**src/rtl/spq_pkg.sv**
```systemverilog
// Shared types and codes for the sorted priority queue.
package spq_pkg;

    // Operation codes carried in the func field
    localparam logic FUNC_ENQ = 1'b0;
    localparam logic FUNC_DEQ = 1'b1;

    localparam int PRIO_W  = 16;
    localparam int COUNT_W = 5;
    localparam int WORD_W  = 32;

    typedef struct packed {
        logic                     func;
        logic [WORD_W-1:0]        item_value;
        logic signed [PRIO_W-1:0] priority_req;
    } t_cmd;

    typedef struct packed {
        logic                     front_valid;
        logic [WORD_W-1:0]        front_item;
        logic signed [PRIO_W-1:0] front_priority;
        logic [COUNT_W-1:0]       entry_count;
        logic                     is_empty;
        logic                     dropped;
    } t_result;

    // Control broadcast to every cell in the same cycle
    typedef struct packed {
        logic                     enq;
        logic                     deq;
        logic signed [PRIO_W-1:0] prio;
    } t_cell_ctl;

    // Status a cell shows to its neighbors
    typedef struct packed {
        logic                     valid;
        logic                     keep;
        logic signed [PRIO_W-1:0] prio;
    } t_tap;

endpackage

```
**src/rtl/spq_cell.sv**
```systemverilog
// One slot of the sorted shift chain: holds an entry and moves it left or right.
module spq_cell #(
    parameter int ITEM_WIDTH = 32
) (
    input  logic                  i_clk,
    input  logic                  i_rst_n,
    input  spq_pkg::t_cell_ctl    i_ctl,
    input  logic [ITEM_WIDTH-1:0] i_new_item,
    input  spq_pkg::t_tap         i_left_tap,
    input  logic [ITEM_WIDTH-1:0] i_left_item,
    input  spq_pkg::t_tap         i_right_tap,
    input  logic [ITEM_WIDTH-1:0] i_right_item,
    output spq_pkg::t_tap         o_tap,
    output logic [ITEM_WIDTH-1:0] o_item
);

    logic                             r_valid, n_valid;
    logic signed [spq_pkg::PRIO_W-1:0] r_prio, n_prio;
    logic [ITEM_WIDTH-1:0]            r_item, n_item;
    logic                             w_keep;

    // Hold this entry when it is ahead of or equal to the new priority
    assign w_keep = r_valid && (r_prio <= i_ctl.prio);

    always_comb begin
        n_valid = r_valid;
        n_prio  = r_prio;
        n_item  = r_item;
        if (i_ctl.enq) begin
            if (!w_keep) begin
                if (i_left_tap.keep) begin
                    // insertion point: take the new entry
                    n_prio = i_ctl.prio;
                    n_item = i_new_item;
                end else begin
                    // behind the insertion point: advance from the left
                    n_prio = i_left_tap.prio;
                    n_item = i_left_item;
                end
                n_valid = r_valid || i_left_tap.valid;
            end
        end else if (i_ctl.deq) begin
            // pull the neighbor toward the front
            n_valid = i_right_tap.valid;
            n_prio  = i_right_tap.prio;
            n_item  = i_right_item;
        end
    end

    always_ff @(posedge i_clk) begin
        if (!i_rst_n) begin
            r_valid <= 1'b0;
        end else begin
            r_valid <= n_valid;
        end
    end

    always_ff @(posedge i_clk) begin
        r_prio <= n_prio;
        r_item <= n_item;
    end

    assign o_tap.valid = r_valid;
    assign o_tap.keep  = w_keep;
    assign o_tap.prio  = r_prio;
    assign o_item      = r_item;

endmodule

```
**src/rtl/sorted_priority_queue_top.sv**
```systemverilog
// Sorted priority queue built as a chain of compare-and-shift cells.
// Each start transaction is either an enqueue (item plus signed priority) or a
// dequeue of the front entry; the queue takes one transaction every clock, since
// every cell compares the new priority against its own entry in parallel and
// shifts in the same cycle. busy stays low. The result of a transaction appears
// with o_done in the following cycle for exactly one cycle and cannot be held
// off. Lowest priority value is at the front; equal priorities keep arrival
// order. An enqueue into a full queue is discarded and flagged with dropped; a
// dequeue from an empty queue changes nothing.
module sorted_priority_queue_top #(
    parameter int DEPTH      = 16,
    parameter int ITEM_WIDTH = 32
) (
    input  logic             i_clk,
    input  logic             i_rst_n,
    input  logic             start,
    output logic             busy,
    input  spq_pkg::t_cmd    i_cmd,
    output logic             o_done,
    output spq_pkg::t_result o_result
);

    localparam int CW = $clog2(DEPTH + 1);

    spq_pkg::t_cell_ctl    w_ctl;
    spq_pkg::t_tap         w_tap       [DEPTH];
    spq_pkg::t_tap         w_left_tap  [DEPTH];
    spq_pkg::t_tap         w_right_tap [DEPTH];
    logic [ITEM_WIDTH-1:0] w_item      [DEPTH];
    logic [ITEM_WIDTH-1:0] w_left_item [DEPTH];
    logic [ITEM_WIDTH-1:0] w_right_item[DEPTH];
    logic [ITEM_WIDTH-1:0] w_new_item;
    logic [DEPTH-1:0]      w_valid;

    logic          r_count, n_count_unused;
    logic [CW-1:0] r_cnt, n_cnt;
    logic          r_done, r_dropped;
    logic          w_accept, w_full, w_empty, w_is_enq, w_is_deq;

    assign busy     = 1'b0;
    assign w_accept = start && !busy;
    assign w_full   = (r_cnt == CW'(DEPTH));
    assign w_empty  = (r_cnt == '0);
    assign w_is_enq = w_accept && (i_cmd.func == spq_pkg::FUNC_ENQ);
    assign w_is_deq = w_accept && (i_cmd.func == spq_pkg::FUNC_DEQ);

    // Broadcast the operation; drop full enqueues and empty dequeues
    assign w_ctl.enq  = w_is_enq && !w_full;
    assign w_ctl.deq  = w_is_deq && !w_empty;
    assign w_ctl.prio = i_cmd.priority_req;
    assign w_new_item = ITEM_WIDTH'(64'(i_cmd.item_value));

    // Wire each cell to its neighbors; the front sees a keeping, valid left side
    always_comb begin
        for (int i = 0; i < DEPTH; i++) begin
            if (i == 0) begin
                w_left_tap[i]  = '{valid: 1'b1, keep: 1'b1, prio: '0};
                w_left_item[i] = '0;
            end else begin
                w_left_tap[i]  = w_tap[i-1];
                w_left_item[i] = w_item[i-1];
            end
            if (i == DEPTH - 1) begin
                w_right_tap[i]  = '{valid: 1'b0, keep: 1'b0, prio: '0};
                w_right_item[i] = '0;
            end else begin
                w_right_tap[i]  = w_tap[i+1];
                w_right_item[i] = w_item[i+1];
            end
            w_valid[i] = w_tap[i].valid;
        end
    end

    genvar g;
    generate
        for (g = 0; g < DEPTH; g++) begin : g_cell
            spq_cell #(
                .ITEM_WIDTH(ITEM_WIDTH)
            ) u_cell (
                .i_clk       (i_clk),
                .i_rst_n     (i_rst_n),
                .i_ctl       (w_ctl),
                .i_new_item  (w_new_item),
                .i_left_tap  (w_left_tap[g]),
                .i_left_item (w_left_item[g]),
                .i_right_tap (w_right_tap[g]),
                .i_right_item(w_right_item[g]),
                .o_tap       (w_tap[g]),
                .o_item      (w_item[g])
            );
        end
    endgenerate

    // Track the number of stored entries
    always_comb begin
        n_cnt = r_cnt;
        if (w_ctl.enq) begin
            n_cnt = r_cnt + CW'(1);
        end else if (w_ctl.deq) begin
            n_cnt = r_cnt - CW'(1);
        end
    end

    assign n_count_unused = 1'b0;

    always_ff @(posedge i_clk) begin
        if (!i_rst_n) begin
            r_cnt     <= '0;
            r_done    <= 1'b0;
            r_dropped <= 1'b0;
            r_count   <= 1'b0;
        end else begin
            r_cnt     <= n_cnt;
            r_done    <= w_accept;
            r_dropped <= w_is_enq && w_full;
            r_count   <= n_count_unused;
        end
    end

    // Report the front entry and status after the transaction
    assign o_done                  = r_done;
    assign o_result.front_valid    = w_tap[0].valid;
    assign o_result.front_item     = w_tap[0].valid ? 32'(64'(w_item[0])) : '0;
    assign o_result.front_priority = w_tap[0].valid ? w_tap[0].prio : '0;
    assign o_result.entry_count    = spq_pkg::COUNT_W'(64'(r_cnt));
    assign o_result.is_empty       = !w_tap[0].valid;
    assign o_result.dropped        = r_dropped && !r_count;

    // Front cell holds an entry exactly when the count is nonzero
    a_front_matches_count: assert property (@(posedge i_clk) disable iff (!i_rst_n)
        (r_cnt != '0) == w_valid[0])
        else $error("front valid disagrees with entry count");

    // Last cell holds an entry exactly when the queue is full
    a_last_matches_full: assert property (@(posedge i_clk) disable iff (!i_rst_n)
        w_valid[DEPTH-1] == w_full)
        else $error("last cell valid disagrees with full");

    // A refused enqueue leaves the count alone and flags the drop
    a_full_drop: assert property (@(posedge i_clk) disable iff (!i_rst_n)
        (w_is_enq && w_full) |=> ($stable(r_cnt) && r_dropped))
        else $error("enqueue into full queue not dropped");

    // A dequeue from a nonempty queue removes exactly one entry
    a_deq_count: assert property (@(posedge i_clk) disable iff (!i_rst_n)
        (w_is_deq && !w_empty) |=> (r_cnt == $past(r_cnt) - CW'(1)))
        else $error("dequeue did not remove one entry");

    // The number of valid cells matches the entry count
    a_valid_prefix: assert property (@(posedge i_clk) disable iff (!i_rst_n)
        $countones(w_valid) == int'(r_cnt))
        else $error("valid cells do not match entry count");

endmodule

```
**config.mk**
```make
export PLATFORM = sky130hd
export DESIGN_NAME = sorted_priority_queue_top
export DESIGN_NICKNAME = d
export VERILOG_FILES = /design/src/rtl/spq_pkg.sv /design/src/rtl/spq_cell.sv /design/src/rtl/sorted_priority_queue_top.sv
export SDC_FILE = /design/constraint.sdc
export NUM_CORES = 2
export LEC_CHECK = 0
export ABC_AREA = 1
export BUFFER_PORTS_ARGS = -buffer_cell sky130_fd_sc_hd__buf_2
export CAP_MARGIN = 20
export CORE_MARGIN = 2
export CORE_UTILIZATION = 35
export DETAILED_ROUTE_END_ITERATION = 7
export PLACE_DENSITY = 0.58
export SYNTH_ARGS = -nofsm -noshare
export SYNTH_HDL_FRONTEND = slang
export SYNTH_SLANG_ARGS = --single-unit
```
**constraint.sdc**
```tcl
create_clock -name i_clk -period 3.2 [get_ports i_clk]
set_input_delay 0.16 -clock i_clk [delete_from_list [all_inputs] [get_ports i_clk]]
set_output_delay 0.16 -clock i_clk [all_outputs]
set_load 0.01 [all_outputs]
```
# Word level (Yosys, flattened, before mapping)
# Index checks and enable logic that the tools add are counted.
# totals
in_bits	52
elab_cells	322
register_bits	791
output_inout_bits	58
# classes
n_bitwise	1
muxes	178
n_addsub	2
magnitude_cmp	16
reduce_logical	57
n_eq_ne	17
# ops
operator	count
$mux 32	64
$mux 16	64
$le 16x16->1	16
$mux 1	48
$ne 2x2->1 const B	16
$reduce_and 2->1	16
$logic_and 1x1->1	21
$logic_or 1x1->1	15
$mux 5	2
$add 5x1->5 const B	1
$eq 5x5->1 const B	1
$logic_not 5->1	1
$sub 5x1->5 const B	1
$logic_not 1->1	3
$reduce_bool 2->1	1
$not 1->1	1

# Longest topological paths before layout
# logic_depth
word_depth	5
ltp_mapped	19
depth_no_buf	17

# Modules after synthesis
# Synthesis repeated with hierarchy kept, for this count alone.
# hier_totals
cells_unflattened	5901
hier_area_um2	48167.4
# by_module_without_submodules
mod	n_inst	area_each_um2	seq_area_each_um2	cells_each
spq_cell at g_cell[1].u_cell ...	9	2940.3	1461.4	354
spq_cell at g_cell[0].u_cell ...	7	2976.6	1461.4	364
sorted_priority_queue_top	1	868.3	140.1	167

# Least setup slack after synthesis
# No wires, ideal clock.
# synth_path
path_kind	input -> register
from	input i_cmd[9] (netlist name)
to	register g_cell[14].u_cell.r_item[0] (enable)
setup_ns	0.407
path_stages	15
slack_ns	-0.111
required_time_ns	2.793
n_path_buf	2
t_arrival_ns	2.905
cell_sequence	inv_1 -> ha_1 -> nand2_1 -> inv_1 -> o21ai_0 -> a21oi_1 -> nor2_1 -> nand2_1 -> nand2_1 -> nand3_1 -> nand2_1 -> nand2_1 -> buf_4 -> buf_4 -> nand2_1
# synth_between
elab_chain_len	4
# synth_lines
item	line_no	rtl
start, declared	sorted_priority_queue_top.sv:18	input spq_pkg::t_cmd i_cmd,
$le 16x16->1	spq_cell.sv:23	assign w_keep = r_valid && (r_prio <= i_ctl.prio);
$logic_and 1x1->1	spq_cell.sv:23	
$ne 2x2->1 (no source line)	--	
$reduce_and 2->1 (no source line)	--	
end signal, assigned	spq_cell.sv:60	r_item <= n_item;
end, declared	spq_cell.sv:19	logic [ITEM_WIDTH-1:0] r_item, n_item;
# No other way between the ends.
# A chain may end at the register's enable or synchronous reset.

# Worst setup path in the final report
# layout_path
from	register r_cnt[0]
to	register g_cell[1].u_cell.r_item[9], data pin
# layout_between
elab_chain_len	4
# layout_lines
item	line_no	rtl
start, declared	sorted_priority_queue_top.sv:36	logic [CW-1:0] r_cnt, n_cnt;
start signal, assigned	sorted_priority_queue_top.sv:113	r_cnt <= n_cnt;
$eq 5x5->1	sorted_priority_queue_top.sv:42	assign w_full = (r_cnt == CW'(DEPTH));
$logic_not 1->1	sorted_priority_queue_top.sv:48	assign w_ctl.enq = w_is_enq && !w_full;
$logic_and 1x1->1	sorted_priority_queue_top.sv:48	
$mux 32	spq_cell.sv:29	if (i_ctl.enq) begin
net g_cell[1].u_cell.n_item[9]	spq_cell.sv:19	
end signal, assigned	spq_cell.sv:60	
end, declared	spq_cell.sv:19	
# The timed path passes the listed nets, and every way through them passes these cells.

==> summary.md <==
| Metric | Value |
|---|---|
| Post-synthesis sequential element count | `791` |
| Simple-gate area share of the yosys netlist | `0.310` |
| Element type at the critical path end | `flop` |
| Launching element of the worst setup path | `r_cnt[0]$_SDFFE_PN0P_` |
| Row cnt | `137` |
| Worst path required time | `3610 ps` |
| Post-Syn Instances | `6543` |
| Critical path launch point type | `flop` |
| RSZ-0062 raised after global routing | `false` |
| Number of placed instances, taps included | `8358` |
| Post-cts repair resize count | `0` |
| Final Hold Violating Endpoints | `0` |
| Setup Crit Path Kind | `reg2reg` |
| Cell at the root of the clock tree | `clkbuf_16` |
| Number of nets in the final layout | `about 7000` |
| EDFF count, synth | `768` |
| Pwr Density | `690 mW/mm^2` |
| Number of sinks driven by the clock tree | `791` |
| Number of placed I/O pins | `110` |
| Number of cells in the finished layout apart from fillers | `~8500` |
| First-pass GRT wire length | `approximately 210000 um` |
| Synth area leaders | `edfxtp_1 (47%), nand2_1 (29%), ha_1 (6.6%), inv_1 (6.5%), a21oi_1 (2.2%)` |
| Synth-to-layout area growth | `11.1%` |
| Number of distinct library cells after synthesis | `31` |
| Residual DRC | `0` |
| Largest fanout on the critical path | `57` |
| Final number of max-transition violations | `0` |
| Worst Hold Launch | `i_cmd[19]` |
| Headroom to the max-slew limit | `0.326` |
| Post-CTS clock slew at the launch and capture registers of the worst setup and hold paths | `60 ps` |
| Die Y | `between 300 and 400 um` |
| Worst Clk Skew | `18.7 ps` |
| Antenna violations before repair | `0` |
| Worst-Skew Late Latency | `roughly 660 ps` |
| Met2 track demand over resource | `0.281` |
| Transition at the pin with the smallest max-transition slack | `between 1000 and 1500 ps` |
| Drt total wl | `127000 um` |
| Ant. Diodes | `0` |
| Bufs on Longest Clock Path | `3` |
| Sum of negative setup slack | `0 ps` |
| Pin count of the biggest net entering global routing | `100` |
| Number of buffers inserted during clock tree synthesis | `86` |
| M3 GR Usage | `0.0142` |
| Fraction of final layout cells with drive strength greater than 1 | `0.0643` |
| Vias in the first global route | `approximately 37000` |
| Signal arrival time at the worst endpoint | `3320 ps` |
| Final count of negative-setup-slack endpoints | `0` |
| Via density | `4.51` |
| Number of nets produced by synthesis | `around 7000` |
| Classification of the worst-slack hold path | `in2reg` |
| Overall via count from detail_route | `38500` |
| Startpoint of the worst-slack reg-to-reg timing path | `r_cnt[0]$_SDFFE_PN0P_` |
| Combined area of all synthesized cells | `0.0489 mm^2` |
| Post-synthesis adder-cell area fraction | `0.0666` |
| XOR/XNOR Fraction of Synth Area | `0.000358` |
| Number of iterations in the first detailed-routing pass | `5` |
| I/O Buffers | `108` |
| Leakage Power | `0.0310 uW` |
| Total area of multi-input combinational cells | `0.0205 mm^2` |
| Filler cell count | `14500` |
| Status | `complete, no violations` |
| Wire length per cell | `14.9 um` |
| GPL Wtd Cong | `approximately 0.84` |
| Hold slack | `50.2 ps` |
| Async set-or-reset flop fraction in the synthesized netlist | `0` |
| Antenna Nets Post-Route | `0` |
| Share of synthesized area occupied by flip-flops and latches | `0.481` |
| VDD IR-drop max | `between 0.4 and 0.5 mV` |
| Dpl ws | `46.9 ps` |
| H-tree depth | `3` |
| Routing usage on met1 | `0.256` |
| Post-CTS setup buffers | `0` |
| Max-cap violations | `0` |
| CTS tree | `done` |
| DRT iter0 DRCs | `3215` |
| Initial Util | `0.352` |
| Total gr overflow | `0` |
| Synthesis warning total | `0` |
| Avg Cell Area, Syn | `7.48 um^2` |
| GRT Resource Usage Total | `0.176` |
| HPWL after detailed placement | `89900 um` |
| DIE WIDTH | `378 um` |
| Die area | `0.143 mm^2` |
| Final worst slack | `just under 300 ps` |
| Most Crowded Layer GR | `met2` |
| Core area | `0.139 mm^2` |
| Register area | `0.0235 mm^2` |
| Main combinational cell family by area after synthesis | `simple AND/OR/NAND/NOR gates` |
| Fmax achieved | `344 MHz` |
| Most used DFF post-synth | `edfxtp_1` |
| Cell accounting for the most synthesized area | `edfxtp_1` |
| Tmin final | `2910 ps` |
| Share of synthesized area spent on multiplexers | `0` |
| Ratio of final minimum period to clock period | `0.908` |
| Area fraction of the dominant cell type after synthesis | `0.471` |
| Fraction of the mapped netlist area in compound gates | `0.0394` |
-- area by class of cell --
type / count / area share
Multi-Input combinational cell: 4589 / 0.376
Inverter: 853 / 0.0589
Tap cell: 1876 / 0.0432
Clock inverter: 39 / 0.00460
Clock buffer: 116 / 0.0426
Timing Repair Buffer: 268 / 0.0417
Sequential cell: 791 / 0.433
-- cells in the final DEF (no fill, tap or decap), drive strengths merged, types with 2 or more instances in the layout --
cell         count
ha             259
nand2         3783
a21oi          219
a21o             2
inv            855
clkinv          35
o21bai          16
o21a            14
nand3           84
dfxtp           23
dlygate4sd3     19
nor4            15
nand4            3
bufinv           2
clkbuf         116
buf            249
o21ai          114
edfxtp         768
nor2            72
-- cell families after synthesis --
logic type,count (synthesis)
buffers and inverters,1163
other,1
AOI/OAI and AO/OA,368
adders and majority gates,260
DFF,791
xor gates and xnor gates,2
and+or+nand+nor,3958
-- synth_stat cells, types with 32 or more instances --
cell type and number:
a21oi_1 219, buf_2 149, buf_4 65, buf_6 32, clkbuf_1 59, edfxtp_1 768
ha_1 259, inv_1 852, nand2_1 3750, nand2_2 33, nand3_1 84, nor2_1 72
o21ai_0 113
-- worst paths after layout --
path,to,slack (ps),cells past startpoint
worst min-delay path,g_cell[0].u_cell.o_item[3]$_DFFE_PP_,50,4
worst min register to register,g_cell[15].u_cell.r_valid$_SDFFE_PN0P_,460,2
worst max register to register,g_cell[1].u_cell.o_item[9]$_DFFE_PP_,290,10
worst max-delay path,g_cell[1].u_cell.o_item[9]$_DFFE_PP_,290,10
-- state kept, by name (all words and copies together) (netlist names) --
signal and cells:
r_dropped 1, g_cell.u_cell.r_prio 256, g_cell.u_cell.r_valid 16, g_cell.u_cell.o_item 512, r_cnt 5, o_done 1
-- routing by layer --
| metal | share of wire | wire length, um | vias to the layer above |
|---|---|---|---|
| met1 | 0.49 | 62100 | 17100 |
| li1 | - | - | 20200 |
| met2 | 0.44 | 55900 | 984 |
| met4 | 0.023 | 2910 | 0 |
| met3 | 0.050 | 6410 | 160 |
| met5 | 0 | 0 | - |
-- repair_timing --
action	in CTS	in global routing
setup endpoints to repair	0	0
hold endpoints to repair	21	0
hold buffers	19	0
-- worst max-delay path: stages (launching register included) --
cell and delay (ps):
dfxtp_1 380, nor4_2 390, nand2_1 220, nand2_8 230, inv_4 280, buf_12 320
nand2_2 120, buf_4 370, nand2_1 100, nand2_1 70, nand2_1 50
-- through the flow --
step / power [uW] / utilization / area (um^2)
global placement: 27900 / 0.371 / 51600
detailed placement: 28200 / 0.371 / 51600
finish: 37500 / 0.391 / 54400
global route: 40300 / 0.391 / 54400
CTS: 37800 / 0.391 / 54400
floorplan: 24800 / - / 49000
-- power by group --
part           switching (uW)  leakage, uW  total (uW)  internal [uW]
clock network            4210      0.00126        9440           5220
registers                1480      0.00757       16500          15100
logic                    7620       0.0222       11500           3910
No activity file was read; power rests on OpenSTA's default activity.
